## config.mk

```make
export PLATFORM = sky130hd
export DESIGN_NAME = running_average_filter_flat
export DESIGN_NICKNAME = d
export VERILOG_FILES = /design/src/hw/rtl/raf_pkg.sv /design/src/hw/rtl/raf_if.sv /design/src/hw/rtl/raf_sample_mem.sv /design/src/hw/rtl/raf_divider.sv /design/src/hw/rtl/running_average_filter.sv /design/src/flat_wrapper.sv
export SDC_FILE = /design/constraint.sdc
export NUM_CORES = 1
export LEC_CHECK = 0
export ABC_AREA = 0
export BUFFER_PORTS_ARGS = -buffer_cell sky130_fd_sc_hd__buf_2
export CORE_MARGIN = 3
export CORE_UTILIZATION = 63
export CTS_CLUSTER_DIAMETER = 30
export CTS_CLUSTER_SIZE = 24
export DETAILED_ROUTE_END_ITERATION = 10
export PLACE_DENSITY = 0.8
export SLEW_MARGIN = 20
export SYNTH_ARGS = -nofsm -noshare
export SYNTH_HDL_FRONTEND = slang
export SYNTH_SLANG_ARGS = --single-unit
```

## constraint.sdc

```tcl
create_clock -name clk -period 5.5 [get_ports clk]
set_input_delay 1.1 -clock clk [delete_from_list [all_inputs] [get_ports clk]]
set_output_delay 1.1 -clock clk [all_outputs]
set_load 0.02 [all_outputs]
```

## src/hw/rtl/raf_pkg.sv

```systemverilog
// Shared widths, constants and state encoding for the running average filter.
package raf_pkg;

  localparam int SAMPLE_W      = 16;
  localparam int AVG_W         = 16;
  localparam int LEN_W         = 6;
  localparam int WINDOW_RESET  = 20;
  localparam int AVG_POS_LIMIT = 32767;
  localparam int AVG_NEG_LIMIT = 32768;

  typedef enum logic [1:0] {
    ST_IDLE,
    ST_READ,
    ST_DIV,
    ST_OUT
  } raf_state_t;

endpackage

```

## src/hw/rtl/raf_if.sv

```systemverilog
// Handshake channel interfaces for samples, results and the window length register.
interface raf_in_if;
  import raf_pkg::*;
  logic                       valid;
  logic                       ready;
  logic signed [SAMPLE_W-1:0] sample;
  modport source (output valid, output sample, input ready);
  modport sink (input valid, input sample, output ready);
endinterface

interface raf_out_if;
  import raf_pkg::*;
  logic                    valid;
  logic                    ready;
  logic signed [AVG_W-1:0] average;
  logic [LEN_W-1:0]        filled;
  modport source (output valid, output average, output filled, input ready);
  modport sink (input valid, input average, input filled, output ready);
endinterface

interface raf_cfg_if;
  import raf_pkg::*;
  logic             valid;
  logic             ready;
  logic [LEN_W-1:0] window_len;
  modport source (output valid, output window_len, input ready);
  modport sink (input valid, input window_len, output ready);
endinterface

```

## src/hw/rtl/raf_sample_mem.sv

```systemverilog
// Sample store: one-port-read, one-port-write memory with per-entry valid bits.
module raf_sample_mem #(
  parameter int DEPTH  = 32,
  parameter int AW     = 5,
  parameter int DATA_W = 16
) (
  input  logic                     clk,
  input  logic                     rst_n,
  input  logic                     rd_en,
  input  logic [AW-1:0]            rd_addr,
  output logic signed [DATA_W-1:0] rd_data,
  input  logic                     wr_en,
  input  logic [AW-1:0]            wr_addr,
  input  logic signed [DATA_W-1:0] wr_data
);

  logic signed [DATA_W-1:0] mem_r [DEPTH];
  logic signed [DATA_W-1:0] rd_data_r;
  logic [DEPTH-1:0]         valid_r;
  logic                     rd_valid_r;

  always_ff @(posedge clk) begin
    if (wr_en) begin
      mem_r[wr_addr] <= wr_data;
    end
    if (rd_en) begin
      rd_data_r  <= mem_r[rd_addr];
      rd_valid_r <= valid_r[rd_addr];
    end
  end

  // An entry never written since reset reads as zero.
  always_ff @(posedge clk) begin
    if (!rst_n) begin
      valid_r <= '0;
    end else if (wr_en) begin
      valid_r[wr_addr] <= 1'b1;
    end
  end

  assign rd_data = rd_valid_r ? rd_data_r : '0;

endmodule

```

## src/hw/rtl/raf_divider.sv

```systemverilog
// Serial restoring divider: signed dividend by unsigned nonzero divisor, one bit per cycle.
module raf_divider #(
  parameter int NUM_W = 21,
  parameter int DEN_W = 6
) (
  input  logic                    clk,
  input  logic                    rst_n,
  input  logic                    start,
  input  logic signed [NUM_W-1:0] num,
  input  logic [DEN_W-1:0]        den,
  output logic                    busy,
  output logic [NUM_W-1:0]        quo_mag,
  output logic                    quo_neg
);

  localparam int CNT_W = $clog2(NUM_W + 1);

  logic [NUM_W-1:0] q_r;
  logic [DEN_W-1:0] rem_r;
  logic [DEN_W-1:0] den_r;
  logic             neg_r;
  logic             busy_r;
  logic [CNT_W-1:0] cnt_r;
  logic [DEN_W:0]   rem_sh;
  logic [DEN_W:0]   rem_sub;
  logic             ge;

  assign rem_sh  = {rem_r, q_r[NUM_W-1]};
  assign ge      = rem_sh >= {1'b0, den_r};
  assign rem_sub = rem_sh - {1'b0, den_r};

  always_ff @(posedge clk) begin
    if (!rst_n) begin
      busy_r <= 1'b0;
      cnt_r  <= '0;
    end else if (start) begin
      busy_r <= 1'b1;
      cnt_r  <= CNT_W'(NUM_W);
    end else if (busy_r) begin
      cnt_r <= cnt_r - 1'b1;
      if (cnt_r == CNT_W'(1)) begin
        busy_r <= 1'b0;
      end
    end
  end

  always_ff @(posedge clk) begin
    if (start) begin
      // The most negative value negates onto itself, which is its correct magnitude.
      q_r   <= num[NUM_W-1] ? NUM_W'(-num) : NUM_W'(num);
      rem_r <= '0;
      den_r <= den;
      neg_r <= num[NUM_W-1];
    end else if (busy_r) begin
      q_r   <= {q_r[NUM_W-2:0], ge};
      rem_r <= ge ? rem_sub[DEN_W-1:0] : rem_sh[DEN_W-1:0];
    end
  end

  assign busy    = busy_r;
  assign quo_mag = q_r;
  assign quo_neg = neg_r;

endmodule

```

## src/hw/rtl/running_average_filter.sv

```systemverilog
// Top level of the running average filter: sample store, running sum and serial divide.
//
//   channel  | direction | payload                      | transfer when
//   ---------+-----------+------------------------------+-----------------------
//   cfg_ch   | in        | window_len (6b)              | cfg_ch.valid & ready
//   in_ch    | in        | sample (16b signed)          | in_ch.valid & ready
//   out_ch   | out       | average (16b signed), filled | out_ch.valid & ready
//
// Each sample passes through accept (ST_IDLE), store read (ST_READ), the
// one-bit-per-cycle divider and a check that it has finished (ST_DIV), then the load
// into the output register (ST_OUT); a new sample is accepted only back in ST_IDLE.
// Reset (synchronous, active low) clears the control state and the store valid bits,
// so the store reads as zeros at once with no clearing pass; window_len returns to 20.
// A waiting result holds in the output register while the next sample is accepted;
// only a result still unread when the next quotient is ready stalls the block.
module running_average_filter #(
  parameter int MAX_WINDOW = 32
) (
  input  logic      clk,
  input  logic      rst_n,
  raf_cfg_if.sink   cfg_ch,
  raf_in_if.sink    in_ch,
  raf_out_if.source out_ch
);

  import raf_pkg::*;

  localparam int AW      = $clog2(MAX_WINDOW);
  localparam int SUM_W   = SAMPLE_W + $clog2(MAX_WINDOW);
  localparam int LEN_CAP = (MAX_WINDOW < 63) ? MAX_WINDOW : 63;

  raf_state_t                 state_r;
  raf_state_t                 state_nxt;
  logic [LEN_W-1:0]           window_len_r;
  logic signed [SAMPLE_W-1:0] sample_r;
  logic signed [SUM_W-1:0]    sum_r;
  logic signed [SUM_W-1:0]    sum_nxt;
  logic [AW-1:0]              pos_r;
  logic [AW-1:0]              pos_nxt;
  logic [LEN_W-1:0]           fill_r;
  logic [LEN_W-1:0]           fill_nxt;
  logic [LEN_W-1:0]           len_eff;
  logic                       out_valid_r;
  logic signed [AVG_W-1:0]    average_r;
  logic [LEN_W-1:0]           filled_r;
  logic signed [AVG_W-1:0]    avg_sat;
  logic signed [SAMPLE_W-1:0] old_sample;
  logic                       rd_en;
  logic                       wr_en;
  logic                       div_start;
  logic                       div_busy;
  logic [SUM_W-1:0]           quo_mag;
  logic                       quo_neg;
  logic                       out_load;
  logic                       in_ready;

  raf_sample_mem #(
    .DEPTH  (MAX_WINDOW),
    .AW     (AW),
    .DATA_W (SAMPLE_W)
  ) u_mem (
    .clk     (clk),
    .rst_n   (rst_n),
    .rd_en   (rd_en),
    .rd_addr (pos_r),
    .rd_data (old_sample),
    .wr_en   (wr_en),
    .wr_addr (pos_r),
    .wr_data (sample_r)
  );

  raf_divider #(
    .NUM_W (SUM_W),
    .DEN_W (LEN_W)
  ) u_div (
    .clk     (clk),
    .rst_n   (rst_n),
    .start   (div_start),
    .num     (sum_nxt),
    .den     (fill_nxt),
    .busy    (div_busy),
    .quo_mag (quo_mag),
    .quo_neg (quo_neg)
  );

  // A zero window acts as one, and a window past the store depth acts as the depth.
  always_comb begin
    if (window_len_r == '0) begin
      len_eff = LEN_W'(1);
    end else if (int'(window_len_r) > MAX_WINDOW) begin
      len_eff = LEN_W'(LEN_CAP);
    end else begin
      len_eff = window_len_r;
    end
  end

  assign sum_nxt  = sum_r - SUM_W'(old_sample) + SUM_W'(sample_r);
  assign pos_nxt  = (int'(pos_r) + 1 >= int'(len_eff)) ? '0 : pos_r + 1'b1;
  assign fill_nxt = (fill_r < len_eff) ? fill_r + 1'b1 : len_eff;

  always_comb begin
    if (quo_neg) begin
      if (quo_mag > SUM_W'(AVG_NEG_LIMIT)) begin
        avg_sat = AVG_W'(-AVG_NEG_LIMIT);
      end else begin
        avg_sat = AVG_W'(-quo_mag);
      end
    end else if (quo_mag > SUM_W'(AVG_POS_LIMIT)) begin
      avg_sat = AVG_W'(AVG_POS_LIMIT);
    end else begin
      avg_sat = AVG_W'(quo_mag);
    end
  end

  always_comb begin
    state_nxt = state_r;
    in_ready  = 1'b0;
    rd_en     = 1'b0;
    wr_en     = 1'b0;
    div_start = 1'b0;
    out_load  = 1'b0;
    unique case (state_r)
      ST_IDLE: begin
        in_ready = 1'b1;
        if (in_ch.valid) begin
          rd_en     = 1'b1;
          state_nxt = ST_READ;
        end
      end
      ST_READ: begin
        wr_en     = 1'b1;
        div_start = 1'b1;
        state_nxt = ST_DIV;
      end
      ST_DIV: begin
        if (!div_busy) begin
          state_nxt = ST_OUT;
        end
      end
      ST_OUT: begin
        if (!out_valid_r || out_ch.ready) begin
          out_load  = 1'b1;
          state_nxt = ST_IDLE;
        end
      end
      default: begin
        state_nxt = ST_IDLE;
      end
    endcase
  end

  always_ff @(posedge clk) begin
    if (!rst_n) begin
      state_r      <= ST_IDLE;
      window_len_r <= LEN_W'(WINDOW_RESET);
      sum_r        <= '0;
      pos_r        <= '0;
      fill_r       <= '0;
      out_valid_r  <= 1'b0;
    end else begin
      state_r <= state_nxt;
      if (cfg_ch.valid) begin
        window_len_r <= cfg_ch.window_len;
      end
      if (state_r == ST_READ) begin
        sum_r  <= sum_nxt;
        pos_r  <= pos_nxt;
        fill_r <= fill_nxt;
      end
      if (out_load) begin
        out_valid_r <= 1'b1;
      end else if (out_ch.ready) begin
        out_valid_r <= 1'b0;
      end
    end
  end

  always_ff @(posedge clk) begin
    if (in_ready && in_ch.valid) begin
      sample_r <= in_ch.sample;
    end
    if (out_load) begin
      average_r <= avg_sat;
      filled_r  <= fill_r;
    end
  end

  assign cfg_ch.ready   = 1'b1;
  assign in_ch.ready    = in_ready;
  assign out_ch.valid   = out_valid_r;
  assign out_ch.average = average_r;
  assign out_ch.filled  = filled_r;

  assert property (@(posedge clk) disable iff (!rst_n)
    div_busy |-> state_r == ST_DIV)
    else $error("divider busy outside the divide state");

  assert property (@(posedge clk) disable iff (!rst_n)
    int'(pos_r) < MAX_WINDOW)
    else $error("write position beyond the store depth");

  assert property (@(posedge clk) disable iff (!rst_n)
    out_valid_r |-> (filled_r != '0) && (int'(filled_r) <= LEN_CAP))
    else $error("fill count of a result out of range");

  assert property (@(posedge clk) disable iff (!rst_n)
    $rose(out_valid_r) |-> $past(state_r == ST_OUT))
    else $error("result loaded outside the output state");

endmodule

```

## src/flat_wrapper.sv

```systemverilog
// flat-port wrapper written by rule: the top's interface ports become plain ports
module running_average_filter_flat import raf_pkg::*;
#(
  parameter int MAX_WINDOW = 32
)
  (clk, rst_n, cfg_ch_valid, cfg_ch_window_len, cfg_ch_ready, in_ch_valid, in_ch_sample, in_ch_ready, out_ch_valid, out_ch_average, out_ch_filled, out_ch_ready);
  raf_cfg_if cfg_ch_i ();
  raf_in_if in_ch_i ();
  raf_out_if out_ch_i ();
  input  logic clk;
  input  logic rst_n;
  input wire logic [$bits(cfg_ch_i.valid)-1:0] cfg_ch_valid;
  input wire logic [$bits(cfg_ch_i.window_len)-1:0] cfg_ch_window_len;
  output wire logic [$bits(cfg_ch_i.ready)-1:0] cfg_ch_ready;
  input wire logic [$bits(in_ch_i.valid)-1:0] in_ch_valid;
  input wire logic [$bits(in_ch_i.sample)-1:0] in_ch_sample;
  output wire logic [$bits(in_ch_i.ready)-1:0] in_ch_ready;
  output wire logic [$bits(out_ch_i.valid)-1:0] out_ch_valid;
  output wire logic [$bits(out_ch_i.average)-1:0] out_ch_average;
  output wire logic [$bits(out_ch_i.filled)-1:0] out_ch_filled;
  input wire logic [$bits(out_ch_i.ready)-1:0] out_ch_ready;
  assign cfg_ch_i.valid = cfg_ch_valid;
  assign cfg_ch_i.window_len = cfg_ch_window_len;
  assign cfg_ch_ready = cfg_ch_i.ready;
  assign in_ch_i.valid = in_ch_valid;
  assign in_ch_i.sample = in_ch_sample;
  assign in_ch_ready = in_ch_i.ready;
  assign out_ch_valid = out_ch_i.valid;
  assign out_ch_average = out_ch_i.average;
  assign out_ch_filled = out_ch_i.filled;
  assign out_ch_i.ready = out_ch_ready;
  running_average_filter #(.MAX_WINDOW(MAX_WINDOW)) u_core (.clk(clk), .rst_n(rst_n), .cfg_ch(cfg_ch_i), .in_ch(in_ch_i), .out_ch(out_ch_i));
endmodule
```

# Yosys cells after proc, flatten, opt, wreduce, memory -nomap -nowiden
# Memories as Yosys holds them, arrays and structs flattened. A register that Yosys moved wholly into a read port is not among the register bits.
# Cells that the tools add are included.
totals:
  ff_bits: 152
  ramBits: 512
  in_bits: 27
  output_inout_bits: 25
  elab_cells: 90
  memories: 1
classes:
  n_addsub: 9
  magnitude_cmp: 8
  eq_ne: 7
  muxes: 35
  bitwise_logic: 2
  n_reduce_logical: 10
mem_list:
  columns: ["name", "words", "word_bits", "read_ports", "rd_ports_with_merged_regs", "wr", "line", "text"]
  rows:
  - ["u_core.u_mem.mem_r", 32, 16, 1, 1, 1, "raf_sample_mem.sv:17", "logic signed [DATA_W-1:0] mem_r [DEPTH];"]
op_table:
  columns: ["op", "count"]
  rows:
  - ["16-bit two-way mux", 4]
  - ["21-bit two-way mux", 3]
  - ["32-bit by 7-bit >= comparator with 1-bit output", 1]
  - ["32-bit bitwise OR", 1]
  - ["6-bit two-way mux", 4]
  - ["21-bit by 16-bit adder with 21-bit output", 1]
  - ["21-bit by 15-bit > comparator with 1-bit output, second input constant", 1]
  - ["21-bit by 16-bit > comparator with 1-bit output, second input constant", 1]
  - ["21-bit negator", 1]
  - ["21-bit by 16-bit subtractor with 21-bit output", 1]
  - ["16-bit negator", 1]
  - ["1-bit two-way mux", 15]
  - ["5-bit two-way mux", 3]
  - ["2-bit case mux with 4 select lines", 1]
  - ["7-bit by 6-bit >= comparator with 1-bit output", 1]
  - ["5-bit by 1-bit adder with 6-bit output, second input constant", 1]
  - ["6-bit by 1-bit adder with 6-bit output, second input constant", 1]
  - ["6-bit > comparator, second input constant", 1]
  - ["6-bit zero test", 1]
  - ["5-bit by 6-bit < comparator with 1-bit output, second input constant", 1]
  - ["6-bit < comparator", 1]
  - ["2-bit two-way mux", 3]
  - ["6-bit subtractor", 1]
  - ["5-bit by 1-bit adder with 5-bit output, second input constant", 1]
  - ["17 further kinds", 21]

# Depth between registers and ports, before layout
depth:
  ltp_word: 6
  mapped_depth: 17
  depth_no_buf: 14

# By module
# A second synthesis with hierarchy kept.
hier_totals:
  hier_cells: 2153
  area_unflattened_um2: 30162.7
modules_own_cells:
  columns: ["mod", "n_inst", "cells_per_inst", "area_each_um2", "seq_area_each_um2"]
  rows:
  - ["raf_sample_mem", 1, 1264, 21919.8, 16525.8]
  - ["running_average_filter", 1, 650, 5871.9, 1961.9]
  - ["raf_divider", 1, 239, 2371.0, 1081.0]

# Worst setup path before layout
# No wires, ideal clock.
synth_timing:
  kind: "register to register"
  from: "register u_core.sample_r[1]"
  to: "register u_core.u_div.q_r[16], in the netlist u_core.u_div.quo_mag[16] (data pin)"
  setup_ns: 0.261
  arrival_ns: 4.046
  required_time_ns: 5.239
  setup_slack_ns: 1.193
  stages_incl_launch_ff: 14
  path_buffers: 1
  synth_period_minus_slack_ns: 4.307
  cell_sequence: "edfxtp_1 inv_1 fa_1 inv_1 ha_1 a211o_1 a211o_1 a2111oi_2 o21a_1 nor2_1 or4_1 buf_2 o2111a_1 a221o_1"
synth_via:
  elab_chain_len: 4
synth_rtl:
  columns: ["item", "line", "text"]
  rows:
  - ["start, declared", "running_average_filter.sv:35", "logic signed [SAMPLE_W-1:0] sample_r;"]
  - ["start signal, assigned", "running_average_filter.sv:180", "sample_r <= in_ch.sample;"]
  - ["21-bit by 16-bit adder with 21-bit output *", "running_average_filter.sv:97", "assign sum_nxt = sum_r - SUM_W'(old_sample) + SUM_W'(sample_r);"]
  - ["21-bit negator", "raf_divider.sv:50", "q_r <= num[NUM_W-1] ? NUM_W'(-num) : NUM_W'(num);"]
  - ["21-bit two-way mux *", "raf_divider.sv:50", null]
  - ["21-bit two-way mux *", "raf_divider.sv:48", "if (start) begin"]
  - ["end signal, assigned", "raf_divider.sv:50", null]
  - ["end signal, assigned", "raf_divider.sv:55", "q_r <= {q_r[NUM_W-2:0], ge};"]
  - ["end, declared", "raf_divider.sv:18", "logic [NUM_W-1:0] q_r;"]
# Every way passes the cells marked *; elsewhere a longest branch is shown, timed or not.
# A chain may end at the register's enable or synchronous reset.

# Final worst setup path
layout_timing:
  from: "register u_core.u_mem.rd_valid_r"
  to: "register u_core.u_div.q_r[16], in the netlist u_core.u_div.quo_mag[16] (data pin)"
layout_via:
  elab_chain_len: 6
layout_rtl:
  columns: ["item", "line", "text"]
  rows:
  - ["start, declared", "raf_sample_mem.sv:20", "logic rd_valid_r;"]
  - ["start signal, assigned", "raf_sample_mem.sv:28", "rd_valid_r <= valid_r[rd_addr];"]
  - ["16-bit two-way mux *", "raf_sample_mem.sv:41", "assign rd_data = rd_valid_r ? rd_data_r : '0;"]
  - ["21-bit by 16-bit subtractor with 21-bit output *", "running_average_filter.sv:97", null]
  - ["21-bit by 16-bit adder with 21-bit output *", "running_average_filter.sv:97", null]
  - ["21-bit negator", "raf_divider.sv:50", null]
  - ["21-bit two-way mux *", "raf_divider.sv:50", null]
  - ["21-bit two-way mux *", "raf_divider.sv:48", null]
# Marked as above.

==> flow_metrics.py <==
metrics = {
    "yosys": {
        "ys_seq_elements": 680,
        "synth-main-ff-cell": "edfxtp_1",
        "ys_warn_count": 0,
        "ys_types": 79,
        "synthCells": 1853,
        "synth_edf_count": 595,
        "synth_area_sq_um": 29000,
        "avgSynthCellArea_sq_um": 15.7,
        "synth_seq_area_share": 0.674,
        "syn_nets": 1953,
        "async_reset_ff_frac": 0,
    },
    "clock_tree": {
        "cts-buffers-inserted": 117,
        "cts_tree": "yes",
        "cts-root-buf": "clkbuf_16",
        "postCtsHoldBufs": 0,
        "post_cts_buffers": 0,
        "cts_num_sinks": 680,
        "ctsLongestPathBuffers": 3,
        "cts_max_level": 3,
        "postCtsResizedCells": 0,
        "clkTransAtPathRegs_ns": 0.05,
        "worstSkewPairLatency_ns": 0.67,
    },
    "global_routing": {
        "grt_pass1_vias": 18200,
        "overflow": 0,
        "grt.total_usage": 0.319,
        "grt_pass1_wl_mm": 114,
        "grt_max_degree": 66,
        "antenna_found_initial": 0,
    },
    "sta": {
        "slew_violations": 0,
        "min_period_ns": 5.08,
        "worstMarginPinSlew_ns": 1.13,
        "relSlewSlack": 0.235,
        "finalSetupTns_ns": 0,
        "rsz0062_at_grt": "false",
        "fmax_ghz": 0.197,
        "hold_viol": 0,
        "setup_violations": 0,
        "finClkSkew_ns": 0.0504,
        "finalWorstSetupSlack_ns": 0.417,
        "fin_crit_sh": 0.924,
    },
    "routing": {
        "vias_per_cell": 6.76,
        "ant_nets": 0,
        "drt-total-wl_mm": 76.1,
        "vias": 18200,
        "drtPass1Iterations": 9,
        "wire_per_inst_um": 28.3,
        "drt_iter0_markers": 2406,
        "drc_errors": 1,
    },
    "critical_path": {
        "cp_max_fo": 24,
        "r2r-end": "u_core.u_div.quo_mag[16]",
        "cp-end-kind": "register",
        "rr_worst_depth": 14,
        "crit_required_ns": 5.89,
        "worstReg2RegStart": "u_core.u_mem.rd_valid_r",
        "r2r_setup_slack_ns": 0.42,
        "crit_arrival_ns": 5.47,
        "cp-start-kind": "register",
        "critPathKind": "register to register",
    },
    "pwr": {
        "p_per_area_nw_per_um2": 645,
        "swShare": 0.354,
        "p_seq_frac": 0.311,
        "ir_worst_vdd_mv": 0.478,
        "pwr-share-comb": 0.345,
        "p_sw_mw": 7.86,
        "fin_total_pwr_mw": 22.2,
        "cellInternalPower_mw": 14.3,
        "p_clk_frac": 0.344,
        "p_leak_nw": 11.9,
    },
    "floorplan": {
        "dieArea_sq_um": 48700,
        "start_util": 0.638,
        "core_sq_um": 45500,
        "boundaryPins": 52,
        "die_y_um": 221,
        "placementRows": 78,
        "die_w_um": 221,
    },
    "finish": {
        "syn_to_final_growth_pct": 18.5,
        "diodes": 0,
        "nets": 2090,
        "drive_above_1_share": 0.234,
    },
    "min_path": {
        "worst_hold_path_type": "register to register",
        "hold_start": "u_core.sum_r[17]",
        "holdPathEnd": "u_core.sum_r[17]",
        "hold_depth": 2,
    },
    "job": {
        "cap_violations": 0,
    },
    "placed_design": {
        "place_ws_ns": 0.515,
        "dp_hpwl_mm": 42.2,
        "place_congestion": 0.911,
        "io_buffers": 50,
    },
    "outcome": {
        "violations": "design-rule violations",
        "outcome": "finished, violations left",
    },
}
## through the flow
| step | hold WS (ns) | cells | utilization | cell area (sq um) |
|---|---|---|---|---|
| after global routing | 0.503 | 2692 | 0.756 | 34400 |
| after CTS | 0.468 | 2692 | 0.756 | 34400 |
| final | 0.471 | 2692 | 0.756 | 34400 |
| after detailed placement | 0.459 | 2471 | 0.664 | 30200 |
| after global placement | 0.444 | 2471 | 0.664 | 30200 |
| after floorplan | 0.435 | 1853 | - | 29000 |
## worst max path at each step
stage | cells after the start | endpoint | slack [ns] | startpoint
after floorplan | 13 | u_core.u_div.quo_mag[16] | 1.19 | u_core.sample_r[1]
after global placement | 14 | u_core.u_div.quo_mag[16] | 0.70 | u_core.u_mem.rd_valid_r
after detailed placement | 14 | u_core.u_div.quo_mag[16] | 0.52 | u_core.u_mem.rd_valid_r
after CTS | 14 | u_core.u_div.quo_mag[16] | 0.48 | u_core.u_mem.rd_valid_r
after global routing | 14 | u_core.u_div.quo_mag[16] | 0.12 | u_core.u_mem.rd_valid_r
final | 14 | u_core.u_div.quo_mag[16] | 0.42 | u_core.u_mem.rd_valid_r
## power by group through the flow
stage	Sequential [mW]	Clock, mW	Combinational, mW
after global placement	6.96	0	7.16
after floorplan	6.87	0	5.59
after detailed placement	6.98	0	7.38
after global routing	6.97	7.93	8.38
final	6.90	7.64	7.65
after CTS	6.90	7.69	7.55
## final cells by class
cell class	instances	area, sq um
inverters	116	435
multi-input cells	966	8710
clock buffers	130	3010
repair buffers	109	731
flip-flops and latches	680	19600
fillers	2447	11100
clock inverters	91	1190
well taps	600	751
## sequential cells by signal (all words and copies together), names as in the netlist, 2 cells and up
name and cells:
u_core.out_ch.filled 6, u_core.out_ch.average 16, u_core.u_mem.rd_data_r 16, u_core.u_div.rem_r 6, u_core.u_div.den_r 6, u_core.u_mem.valid_r 32, u_core.u_div.quo_mag 21, u_core.u_mem.mem_r 512
u_core.u_div.cnt_r 5, u_core.sample_r 16, u_core.sum_r 21, u_core.fill_r 6, u_core.state_r 2, u_core.pos_r 5, u_core.window_len_r 6
## layout by cell type (no fill, tap or decap), types with 24 or more instances in the layout
cell type / synthesis / routed
edfxtp_1: 595 / 595
nor2_1: 175 / 174
mux4_2: 136 / 136
clkbuf_16: 0 / 117
inv_1: 114 / 114
dfxtp_1: 85 / 83
nand2_1: 72 / 72
a22oi_1: 70 / 70
buf_4: 1 / 56
ha_1: 52 / 51
buf_2: 4 / 50
a21oi_1: 40 / 40
o21ai_0: 41 / 40
nand4_1: 30 / 30
nand3_1: 27 / 27
and2_1: 25 / 24
## critical path, cell delays in order, from the launching register on
cell and delay, ns:
edfxtp_1 0.61, and2_1 0.27, fa_1 0.48, inv_1 0.07
fa_1 0.51, a211oi_2 0.37, o211ai_2 0.22, a211oi_2 0.32
o21ai_1 0.18, a2111oi_0 0.42, or3_1 0.18, buf_4 0.23
clkinv_1 0.42, o2111a_1 0.29, a221o_1 0.26
## Yosys cell counts, drive strengths merged (21+ instances only)
master,count,share of area
and2,25,0.0054
buf,24,0.0034
nor3,21,0.0036
nand3,28,0.0050
mux4,136,0.11
a22oi,70,0.018
o21ai,42,0.0072
clkbuf,67,0.0087
nor2,175,0.023
a21oi,40,0.0069
ha,52,0.022
nand4,31,0.0069
edfxtp,595,0.62
nand2,72,0.0093
inv,115,0.015
dfxtp,85,0.059
fa,21,0.014
## metal layers
metal | global-route usage | wire [um] | share of wire | vias up
met5 | 0 | 0 | 0 | -
met4 | 0.145 | 3760 | 0.049 | 0
met3 | 0.0666 | 6720 | 0.088 | 225
met2 | 0.538 | 38600 | 0.51 | 1252
li1 | - | - | - | 7534
met1 | 0.405 | 27000 | 0.36 | 9185
## kinds of logic (layout without fill, tap and decap cells)
logic type      count (synthesis)  count (layout)  share of synthesized area
buf+inv                       207             446                     0.0271
simple gates                  432             432                     0.0729
mux                           157             157                      0.113
other cells                     1               1                   0.000129
compound gates                277             277                     0.0679
xor+xnor                       26              26                    0.00810
flops                         680             680                      0.674
fa+ha+maj                      73              73                     0.0369
Note: power is estimated with default switching activity, not from simulation.
